File: config.mk
export PLATFORM = sky130hd
export DESIGN_NAME = fir_filter_mac_core
export DESIGN_NICKNAME = d
export VERILOG_FILES = /design/src/rtl/core/fmac_pkg.sv /design/src/rtl/core/fmac_store.sv /design/src/rtl/core/fmac_mac.sv /design/src/rtl/core/fir_filter_mac_core.sv
export SDC_FILE = /design/constraint.sdc
export NUM_CORES = 2
export LEC_CHECK = 0
export BUFFER_PORTS_ARGS = -buffer_cell sky130_fd_sc_hd__buf_2
export CAP_MARGIN = 30
export CORE_UTILIZATION = 60
export CTS_BUF_LIST = sky130_fd_sc_hd__clkbuf_4
export DETAILED_ROUTE_END_ITERATION = 10
export PLACE_DENSITY = 0.76
export REMOVE_ABC_BUFFERS = 1
export SKIP_CTS_REPAIR_TIMING = 1
export SYNTH_ARGS = -nofsm -noshare
export SYNTH_HDL_FRONTEND = slang
export SYNTH_SLANG_ARGS = --single-unit
File: constraint.sdc
create_clock -name clk -period 12.3 [get_ports clk]
set_clock_uncertainty 0.1 [all_clocks]
set_input_delay 0.615 -clock clk [delete_from_list [all_inputs] [get_ports clk]]
set_output_delay 0.615 -clock clk [all_outputs]
set_load 0.01 [all_outputs]
File: src/rtl/core/fmac_pkg.sv
// ----------------------------------------------------------------------------
// FIR filter MAC package
// Request codes, register map and control types shared by the filter core.
// ----------------------------------------------------------------------------
package fmac_pkg;

    // Request codes carried in the req_type field of an input word.
    localparam logic REQ_SAMPLE = 1'b0;
    localparam logic REQ_COEF   = 1'b1;

    // Register map: index of each register on the configuration port.
    localparam logic REG_TAP_COUNT = 1'b0;

    localparam int             TAP_COUNT_W     = 7;
    localparam logic [6:0]     TAP_COUNT_RESET = 7'd51;

    // Control from the sequencer to the multiply-accumulate unit.
    typedef struct packed {
        logic clear;   // start a new sum
        logic issue;   // a tap read is issued to the stores this cycle
    } mac_ctl_t;

endpackage

File: src/rtl/core/fmac_store.sv
// ----------------------------------------------------------------------------
// FIR filter MAC storage array
// One write port and one registered read port. Entries that were never
// written since reset read as zero, tracked by one valid bit per entry.
// ----------------------------------------------------------------------------
module fmac_store #(
    parameter int DEPTH = 64,
    parameter int WIDTH = 16
) (
    input  logic                     clk,
    input  logic                     rst_n,
    input  logic                     we,
    input  logic [$clog2(DEPTH)-1:0] waddr,
    input  logic [WIDTH-1:0]         wdata,
    input  logic [$clog2(DEPTH)-1:0] raddr,
    output logic [WIDTH-1:0]         rdata
);

    logic [WIDTH-1:0] mem_reg [DEPTH];
    logic [WIDTH-1:0] rd_data_reg;
    logic [DEPTH-1:0] valid_reg;
    logic             rd_ok_reg;

    always_ff @(posedge clk or negedge rst_n)
    begin
        if (!rst_n)
        begin
            valid_reg <= '0;
            rd_ok_reg <= 1'b0;
        end
        else
        begin
            if (we)
            begin
                valid_reg[waddr] <= 1'b1;
            end
            rd_ok_reg <= valid_reg[raddr];
        end
    end

    always_ff @(posedge clk)
    begin
        if (we)
        begin
            mem_reg[waddr] <= wdata;
        end
        rd_data_reg <= mem_reg[raddr];
    end

    assign rdata = rd_ok_reg ? rd_data_reg : '0;

endmodule

File: src/rtl/core/fmac_mac.sv
// ----------------------------------------------------------------------------
// FIR filter MAC arithmetic unit
// Registered multiplier feeding a wide accumulator, one tap per cycle, with
// rounding and saturation of the finished sum to the sample width.
// ----------------------------------------------------------------------------
module fmac_mac #(
    parameter int MAX_TAPS     = 64,
    parameter int SAMPLE_WIDTH = 16
) (
    input  logic                           clk,
    input  logic                           rst_n,
    input  fmac_pkg::mac_ctl_t             ctl,
    input  logic signed [SAMPLE_WIDTH-1:0] coef,
    input  logic signed [SAMPLE_WIDTH-1:0] sample,
    output logic                           busy,
    output logic signed [SAMPLE_WIDTH-1:0] result,
    output logic                           clipped
);

    localparam int SW     = SAMPLE_WIDTH;
    localparam int FRAC   = SW - 1;
    localparam int FULL_W = 2 * SW + $clog2(MAX_TAPS);
    // The accumulator is FULL_W bits wide, capped at 64, and wraps in two's complement.
    localparam int ACC_W  = (FULL_W > 64) ? 64 : FULL_W;
    localparam int YW     = ACC_W - FRAC;
    localparam logic [ACC_W-1:0] HALF = {{(ACC_W-1){1'b0}}, 1'b1} << (FRAC - 1);

    logic                      rd_valid_reg;
    logic                      prod_valid_reg;
    logic signed [2*SW-1:0]    prod_reg;
    logic signed [ACC_W-1:0]   acc_reg;
    logic        [ACC_W-1:0]   sum_rnd;
    logic        [YW-1:0]      y;
    logic        [YW-SW:0]     y_hi;
    logic                      in_range;

    always_ff @(posedge clk or negedge rst_n)
    begin
        if (!rst_n)
        begin
            rd_valid_reg   <= 1'b0;
            prod_valid_reg <= 1'b0;
            acc_reg        <= '0;
        end
        else
        begin
            rd_valid_reg   <= ctl.issue;
            prod_valid_reg <= rd_valid_reg;
            if (ctl.clear)
            begin
                acc_reg <= '0;
            end
            else if (prod_valid_reg)
            begin
                acc_reg <= acc_reg + ACC_W'(prod_reg);
            end
        end
    end

    always_ff @(posedge clk)
    begin
        if (rd_valid_reg)
        begin
            prod_reg <= coef * sample;
        end
    end

    // Round half up, then floor by the fraction bits.
    assign sum_rnd  = acc_reg + HALF;
    assign y        = sum_rnd[ACC_W-1:FRAC];
    assign y_hi     = y[YW-1:SW-1];
    assign in_range = (y_hi == '0) || (y_hi == '1);

    always_comb
    begin
        if (in_range)
        begin
            result = y[SW-1:0];
        end
        else if (y[YW-1])
        begin
            result = {1'b1, {(SW-1){1'b0}}};
        end
        else
        begin
            result = {1'b0, {(SW-1){1'b1}}};
        end
    end

    assign clipped = !in_range;
    assign busy    = rd_valid_reg || prod_valid_reg;

endmodule

File: src/rtl/core/fir_filter_mac_core.sv
// ----------------------------------------------------------------------------
// FIR filter MAC core
// Direct-form FIR filter for one audio channel with a loadable coefficient
// store, a circular sample history and one shared multiply-accumulate unit.
// ----------------------------------------------------------------------------
//
//   Channel  Signals                              Direction  Moves
//   -------  -----------------------------------  ---------  ------------------
//   in       in_valid, in_stall, req_type,        in         sample or coef word
//            coef_index, value
//   out      out_valid, out_stall,                out        filtered word
//            filtered_sample, saturated
//   config   psel, penable, pwrite, paddr,        in/out     tap_count register
//            pwdata, prdata, pready
//
// A coefficient word gives no result and leaves the block idle. A sample word
// holds the block busy while its taps are summed, where taps is tap_count
// limited to MAX_TAPS: the single multiply-accumulate unit handles one tap per
// cycle, and the store reads and the multiplier are registered ahead of the
// accumulator. The result sits in an output register, so a new word is taken
// while it waits; a finished sum is held back only while that register is
// full and stalled. Reset clears the stores (through per-entry valid bits),
// the history pointer and tap_count to 51, and takes effect at once.
// ----------------------------------------------------------------------------
module fir_filter_mac_core #(
    parameter int MAX_TAPS     = 64,
    parameter int SAMPLE_WIDTH = 16
) (
    input  logic                           clk,
    input  logic                           rst_n,
    // Input channel
    input  logic                           in_valid,
    output logic                           in_stall,
    input  logic                           req_type,
    input  logic [5:0]                     coef_index,
    input  logic signed [SAMPLE_WIDTH-1:0] value,
    // Output channel
    output logic                           out_valid,
    input  logic                           out_stall,
    output logic signed [SAMPLE_WIDTH-1:0] filtered_sample,
    output logic                           saturated,
    // Configuration port
    input  logic                           psel,
    input  logic                           penable,
    input  logic                           pwrite,
    input  logic [2:0]                     paddr,
    input  logic [31:0]                    pwdata,
    output logic [31:0]                    prdata,
    output logic                           pready
);

    localparam int TAP_W = $clog2(MAX_TAPS);
    localparam int CNT_W = $clog2(MAX_TAPS + 1);
    localparam int CMP_W = (CNT_W > fmac_pkg::TAP_COUNT_W) ? CNT_W : fmac_pkg::TAP_COUNT_W;

    typedef enum logic [1:0] {
        S_IDLE,
        S_RUN,
        S_DRAIN
    } state_t;

    state_t                          state_reg, state_next;
    logic [TAP_W-1:0]                ptr_reg, ptr_next;
    logic [TAP_W-1:0]                k_reg, k_next;
    logic [TAP_W-1:0]                slot_reg, slot_next;
    logic [CNT_W-1:0]                taps_reg, taps_next;
    logic                            out_valid_reg, out_valid_next;
    logic signed [SAMPLE_WIDTH-1:0]  out_data_reg, out_data_next;
    logic                            out_sat_reg, out_sat_next;
    logic [fmac_pkg::TAP_COUNT_W-1:0] tap_count_reg;

    logic                            in_accept;
    logic                            sample_accept;
    logic                            coef_write;
    logic                            cfg_write;
    logic [CMP_W-1:0]                tap_count_ext;
    logic [CNT_W-1:0]                taps_eff;
    logic                            last_tap;
    logic                            out_free;
    fmac_pkg::mac_ctl_t              mac_ctl;
    logic signed [SAMPLE_WIDTH-1:0]  coef_rd;
    logic signed [SAMPLE_WIDTH-1:0]  hist_rd;
    logic                            mac_busy;
    logic signed [SAMPLE_WIDTH-1:0]  mac_result;
    logic                            mac_clipped;

    // ------------------------------------------------------------------
    // Configuration port. Only tap_count exists; writes at other word
    // addresses are dropped and read back as zero.
    // ------------------------------------------------------------------
    assign pready    = 1'b1;
    assign cfg_write = psel && penable && pwrite && pready;

    always_ff @(posedge clk or negedge rst_n)
    begin
        if (!rst_n)
        begin
            tap_count_reg <= fmac_pkg::TAP_COUNT_RESET;
        end
        else if (cfg_write && (paddr[2] == fmac_pkg::REG_TAP_COUNT))
        begin
            tap_count_reg <= pwdata[fmac_pkg::TAP_COUNT_W-1:0];
        end
    end

    assign prdata = (paddr[2] == fmac_pkg::REG_TAP_COUNT) ?
                    32'(tap_count_reg) : 32'd0;

    // ------------------------------------------------------------------
    // Input decode. The block takes a word only while the sequencer is idle.
    // ------------------------------------------------------------------
    assign in_stall      = (state_reg != S_IDLE);
    assign in_accept     = in_valid && !in_stall;
    assign sample_accept = in_accept && (req_type == fmac_pkg::REQ_SAMPLE);
    // Loads aimed beyond the end of the store are ignored.
    assign coef_write    = in_accept && (req_type == fmac_pkg::REQ_COEF) &&
                           (32'(coef_index) < 32'(MAX_TAPS));

    // A tap count larger than the store is limited to the store depth.
    assign tap_count_ext = CMP_W'(tap_count_reg);
    assign taps_eff      = (tap_count_ext > CMP_W'(MAX_TAPS)) ?
                           CNT_W'(MAX_TAPS) : CNT_W'(tap_count_ext);

    assign last_tap = ((CNT_W'(k_reg) + CNT_W'(1)) == taps_reg);
    assign out_free = !out_valid_reg || !out_stall;

    // ------------------------------------------------------------------
    // Sequencer. On a sample the history slot is written, then one tap is
    // issued per cycle walking the coefficients up and the history back in
    // time. The drain state waits for the multiplier and accumulator to empty
    // and for the output register to be free, and hands the rounded sum to it.
    // ------------------------------------------------------------------
    always_comb
    begin
        state_next     = state_reg;
        ptr_next       = ptr_reg;
        k_next         = k_reg;
        slot_next      = slot_reg;
        taps_next      = taps_reg;
        out_valid_next = out_valid_reg;
        out_data_next  = out_data_reg;
        out_sat_next   = out_sat_reg;

        if (out_valid_reg && !out_stall)
        begin
            out_valid_next = 1'b0;
        end

        case (state_reg)
            S_IDLE:
            begin
                if (sample_accept)
                begin
                    k_next    = '0;
                    slot_next = ptr_reg;
                    taps_next = taps_eff;
                    ptr_next  = (ptr_reg == TAP_W'(MAX_TAPS - 1)) ?
                                '0 : ptr_reg + TAP_W'(1);
                    // With no taps in use the sum is simply zero.
                    state_next = (taps_eff == '0) ? S_DRAIN : S_RUN;
                end
            end
            S_RUN:
            begin
                k_next    = k_reg + TAP_W'(1);
                slot_next = (slot_reg == '0) ?
                            TAP_W'(MAX_TAPS - 1) : slot_reg - TAP_W'(1);
                if (last_tap)
                begin
                    state_next = S_DRAIN;
                end
            end
            S_DRAIN:
            begin
                if (!mac_busy && out_free)
                begin
                    out_valid_next = 1'b1;
                    out_data_next  = mac_result;
                    out_sat_next   = mac_clipped;
                    state_next     = S_IDLE;
                end
            end
            default:
            begin
                state_next = S_IDLE;
            end
        endcase
    end

    always_ff @(posedge clk or negedge rst_n)
    begin
        if (!rst_n)
        begin
            state_reg     <= S_IDLE;
            ptr_reg       <= '0;
            k_reg         <= '0;
            slot_reg      <= '0;
            taps_reg      <= '0;
            out_valid_reg <= 1'b0;
            out_data_reg  <= '0;
            out_sat_reg   <= 1'b0;
        end
        else
        begin
            state_reg     <= state_next;
            ptr_reg       <= ptr_next;
            k_reg         <= k_next;
            slot_reg      <= slot_next;
            taps_reg      <= taps_next;
            out_valid_reg <= out_valid_next;
            out_data_reg  <= out_data_next;
            out_sat_reg   <= out_sat_next;
        end
    end

    assign out_valid       = out_valid_reg;
    assign filtered_sample = out_data_reg;
    assign saturated       = out_sat_reg;

    // ------------------------------------------------------------------
    // Coefficient store and sample history.
    // ------------------------------------------------------------------
    fmac_store #(
        .DEPTH (MAX_TAPS),
        .WIDTH (SAMPLE_WIDTH)
    ) u_coef_store (
        .clk   (clk),
        .rst_n (rst_n),
        .we    (coef_write),
        .waddr (TAP_W'(coef_index)),
        .wdata (value),
        .raddr (k_reg),
        .rdata (coef_rd)
    );

    fmac_store #(
        .DEPTH (MAX_TAPS),
        .WIDTH (SAMPLE_WIDTH)
    ) u_hist_store (
        .clk   (clk),
        .rst_n (rst_n),
        .we    (sample_accept),
        .waddr (ptr_reg),
        .wdata (value),
        .raddr (slot_reg),
        .rdata (hist_rd)
    );

    // ------------------------------------------------------------------
    // Shared multiply-accumulate unit.
    // ------------------------------------------------------------------
    assign mac_ctl.clear = sample_accept;
    assign mac_ctl.issue = (state_reg == S_RUN);

    fmac_mac #(
        .MAX_TAPS     (MAX_TAPS),
        .SAMPLE_WIDTH (SAMPLE_WIDTH)
    ) u_mac (
        .clk     (clk),
        .rst_n   (rst_n),
        .ctl     (mac_ctl),
        .coef    (coef_rd),
        .sample  (hist_rd),
        .busy    (mac_busy),
        .result  (mac_result),
        .clipped (mac_clipped)
    );

endmodule

# == After elaboration in Yosys (flattened, before gate mapping) ==
# Memory sizes are Yosys's and may differ from the RTL's. A register that Yosys moved wholly into a read port is not among the register bits.
# Index checks and enable logic that the tools add are counted.
# totals
ram_bits,2048
out_inout_bits,52
memories,2
register_bits,254
# mem_list
name,words,width,read_ports,rd_ports_with_merged_regs,write_ports,line,rtl
u_coef_store.mem_reg,64,16,1,1,1,fmac_store.sv:19,logic [WIDTH-1:0] mem_reg [DEPTH];
u_hist_store.mem_reg,64,16,1,1,1,fmac_store.sv:19,
# op_classes
n_mul,1
n_lt_le_gt_ge,7
eq_ne,8
bitwise,4
n_addsub,6
n_mux,34
reduce_logical,29
# ops
op,n
$or 64x64->64,2
$mux 38,2
$mux 16,4
$add 38x15->38 const B,1
$add 38x32->38,1
$mul 16x16->32,1
$lt 6x7->1 const B,4
$mux 6,4
$pmux 6 s2,2
$mux 7,2
$add 6x1->6 const B,2
$bmux 1 s6,2
$demux 1 s6,2
$ge 6x1->1 const B,2
$mux 1,11
$logic_and 1x1->1,10
$eq 8x8->1 const B,1
$logic_not 8->1,1
$mux 2,4
$add 6x1->7 const B,1
$eq 7x7->1,1
$gt 7x7->1 const B,1
$logic_not 7->1,1
$eq 6x6->1 const B,1
other kinds (13),26

# == Depth between registers and ports, before layout ==
# logic_depth
word_depth,6
ltp_mapped,25
ltp_nobuf,22

# == Cells and area by module ==
# Synthesis repeated with hierarchy kept, for this count alone.
# unflattened
hier_cells,5698
area_unflattened_um2,102524.6
# by_module_without_submodules
mod,cells_each,area_per_inst_um2,n_inst
fmac_store at u_hist_store,1892,42424.4,1
fmac_store at u_coef_store,1892,42420.7,1
fmac_mac,1662,15024.4,1
fir_filter_mac_core,252,2655.0,1

# == Worst setup path after synthesis ==
# No wires, ideal clock.
# synth_path
kind,flip-flop to flip-flop
start,reg u_coef_store.rd_ok_reg
end,"reg u_mac.prod_reg[31], data pin"
stages_incl_launch_ff,22
required_time_ns,11.942
arrival_time_ns,6.073
n_path_buf,2
setup_slack_ns,5.869
synth_period_minus_slack_ns,6.431
cell_sequence,dfrtp_1 > clkbuf_1 > buf_1 > nand2_1 > nor2_1 > fa_1 > inv_1 > fa_1 > fa_1 > fa_1 > inv_1 > fa_1 > fa_1 > ha_1 > a21oi_1 > o221ai_1 > a31o_2 > a21oi_1 > a21oi_1 > a21o_1 > o41a_1 > xnor2_1
# synth_via
elab_chain_cells,2
# synth_rtl
element,line,rtl
"start, declared",fmac_store.sv:22,logic rd_ok_reg;
"start signal, assigned",fmac_store.sv:37,rd_ok_reg <= valid_reg[raddr];
$mux 16,fmac_store.sv:50,assign rdata = rd_ok_reg ? rd_data_reg : '0;
$mul 16x16->32,fmac_mac.sv:64,prod_reg <= coef * sample;
"end signal, assigned",fmac_mac.sv:64,
"end, declared",fmac_mac.sv:30,logic signed [2*SW-1:0] prod_reg;
# Every way passes these cells.
# A chain may end at the register's enable or synchronous reset.

# == Final worst setup path ==
# layout_path
start,reg u_coef_store.rd_ok_reg
end,"reg u_mac.prod_reg[30], data pin"
# Same word-level chain as after synthesis.

==> summary.txt <==
status - complete, no violations
max-cap viol count - 0
Netlist cell types - 84
setup TNS - 0 ns
clk_lat worst skew - 1.45 ns
Die Height - 414 um
fraction of layout cells with a size suffix above 1 - 28.0%
Area contributors post-synth - edfxtp_1, mux4_2, dfrtp_1
CP Data Arrival Time - 8.47 ns
power per cell area - 196 nW/um^2
Final setup viols - 0
gp weighted congestion - 0.949
CTS Sinks - 2334
I/O Pins - 117
Congestion Overflow GR - 0
Slew Viols, Final - 0
Final nets - 6987
largest family of logic cells by synthesized area - multiplexers
num rows - 150
DR vias - 56900
Post-Synth Simple-Gate Area - 4.67%
compound-cell area share of the yosys netlist - 3.90%
CTS buffer count - 591
Leak Pwr - 40.7 nW
EDFF count, synth - 2080
die area - 172000 sq um
core area - 168000 sq um
post-synthesis sequential area ratio - 67.3%
CTS Root Cell - clkbuf_4
multiplexer share of the synthesized area - 14.3%
overall routing resource usage - 28.0%
clock slew seen by the registers of the worst setup and hold paths - 0.08 ns
Initial Util - 60.7%
worst hold slack - 0.0345 ns
number of H-tree levels - 6
dpl ws - 4.99 ns
Worst VDD drop - 0.182 mV
Max Freq - 133 MHz
RSZ-0062 raised after global routing - false
min Tclk post-route - 7.50 ns
Mapped Cells - 5905
synth cell count leaders - edfxtp_1, mux4_2, nor2_1
drt drc - 0
Syn. warnings - 0
Startpoint Class - register
register area - 68700 sq um
Vias per Instance - 6.21
final core occ - 67.7%
Final Cycle Share - 61.0%
Hold Vio Cnt, Final - 0
Non-Filler Instances - 9157
Longest Clk Path Bufs - 4
HP Class - input port to register
fraction of registers with async set/reset - 9.51%
DRT Pass-1 Iters - 6
post-synthesis xor/xnor area fraction - 0.661%
DP HPWL - 144 mm
Fillers - 10800
top_reg_cell synth - edfxtp_1
Worst setup EP type - register
Max FO, Critical Path - 34
largest net degree at the start of global routing - 117
multi-input logic area - 30900 sq um
critical path required time - 13.27 ns
initial antenna violation count - 17
Post-Synth Adder-Cell Area - 6.68%
first-pass GRT wire length - 355 mm
post-route setup slack - 4.80 ns
Max-slew headroom - 32.0%
Routed WL - 242 mm
CTS tree - built
post-synth top area share - 61.2%
worst slew pin tran - 1.02 ns
critical path type - register to register
vias in the first global route - 56900
number of routed nets with antenna violations - 0
top cell type by total area after synthesis - edfxtp_1
number of buffers added on ports - 63
placed cell count - 8082
syn avg cell area - 17.3 sq um
Die W - 414 um
Synth-to-Final Area Change - 11.5%
Post-Syn Area - 102000 sq um
Yosys reg bits - 2334
most common cell in the netlist - edfxtp_1
1st-iter DRT viols - 6863
WL/cell - 26.4 um
==> path summary, 6_finish.rpt <==
path / start / end / slack [ns] / depth (start not counted)
max: u_coef_store.rd_ok_reg$_DFF_PN0_ / u_mac.prod_reg[30]$_DFFE_PP_ / 4.80 / 20
min: in_valid / ptr_reg[0]$_DFFE_PN0P_ / 0.03 / 4
max reg2reg: u_coef_store.rd_ok_reg$_DFF_PN0_ / u_mac.prod_reg[30]$_DFFE_PP_ / 4.80 / 20
min reg2reg: u_coef_store.valid_reg[34]$_DFFE_PN0P_ / u_coef_store.valid_reg[34]$_DFFE_PN0P_ / 0.36 / 1
max in group asynchronous: rst_n / u_hist_store.valid_reg[46]$_DFFE_PN0P_ / 10.16 / 5
min in group asynchronous: rst_n / tap_count_ext[0]$_DFFE_PN1P_ / 0.29 / 3
==> critical path: stages (launching register included) <==
cell and delay [ns]:
dfrtp_1 0.33, buf_4 0.28, and2_0 0.71, nand2_1 0.21, inv_1 0.19, fa_1 0.56, fa_1 0.87, fa_1 0.52
fa_1 0.52, fa_1 0.49, inv_1 0.05, fa_1 0.47, inv_1 0.04, ha_1 0.34, nand4_1 0.17, nor2_1 0.15
and2_1 0.17, nand4_1 0.09, o21ai_0 0.52, o22ai_1 0.17, xnor2_1 0.16
==> cell usage in the layout, fill, tap and decap left out, types with 13 or more instances in the layout <==
| cell | instances |
|---|---|
| nand2_1 | 315 |
| and2_1 | 29 |
| xor2_1 | 19 |
| mux4_2 | 510 |
| ha_1 | 124 |
| o22ai_1 | 73 |
| conb_1 | 26 |
| a21oi_1 | 214 |
| or3_1 | 15 |
| diode_2 | 13 |
| dlygate4sd3_1 | 49 |
| clkinv_1 | 90 |
| buf_2 | 46 |
| nor2b_1 | 15 |
| o21ai_0 | 128 |
| mux2_2 | 76 |
| a21o_1 | 27 |
| mux2i_1 | 218 |
| dfrtp_1 | 209 |
| dfxtp_1 | 32 |
| fa_1 | 263 |
| xnor2_1 | 58 |
| buf_4 | 197 |
| nand3_1 | 59 |
| clkbuf_4 | 880 |
| nand4_1 | 16 |
| edfxtp_1 | 2080 |
| buf_16 | 19 |
| or2_2 | 135 |
| o221ai_1 | 70 |
| inv_1 | 327 |
| nor3_1 | 19 |
| nor2_1 | 352 |
==> power by group <==
group	switching, W	total, W	internal (W)
registers	0.000412	0.00940	0.00899
logic	0.00369	0.00652	0.00283
clock network	0.00302	0.00640	0.00338
total	0.00713	0.0223	0.0152
==> layer usage <==
| layer | part of all wire, % | vias to the layer above | track usage [%] |
|---|---|---|---|
| met5 | 0.029 | - | 0 |
| met3 | 11 | 451 | 6.92 |
| met4 | 2.7 | 10 | 9.16 |
| li1 | - | 24300 | - |
| met2 | 47 | 3349 | 42.6 |
| met1 | 39 | 28800 | 40.1 |
==> layout make-up <==
class,count,share of cell area (%)
sequential,2334,60.4
tap,2204,2.42
inverter,329,1.09
clock inverter,118,0.548
clock buffer,880,5.81
antenna,13,0.0286
multi-input combinational,2957,27.2
timing repair buffer,322,2.55
==> cell families after synthesis <==
| group | count (synthesis) |
|---|---|
| flip-flops | 2334 |
| adder cells (fa/ha/maj) | 387 |
| multiplexers | 805 |
| other | 2 |
| buffers and inverters | 638 |
| AO/OA/AOI/OAI | 633 |
| AND/OR/NAND/NOR | 1029 |
| XOR/XNOR | 77 |
==> metrics by stage <==
stage	power, W	instance area (sq um)
after global placement	0.0158	105000
after detailed placement	0.0160	106000
final	0.0223	114000
after CTS	0.0223	113000
after global routing	0.0233	114000
after floorplan	0.0153	101000
No activity file was read; power rests on OpenSTA's default activity.
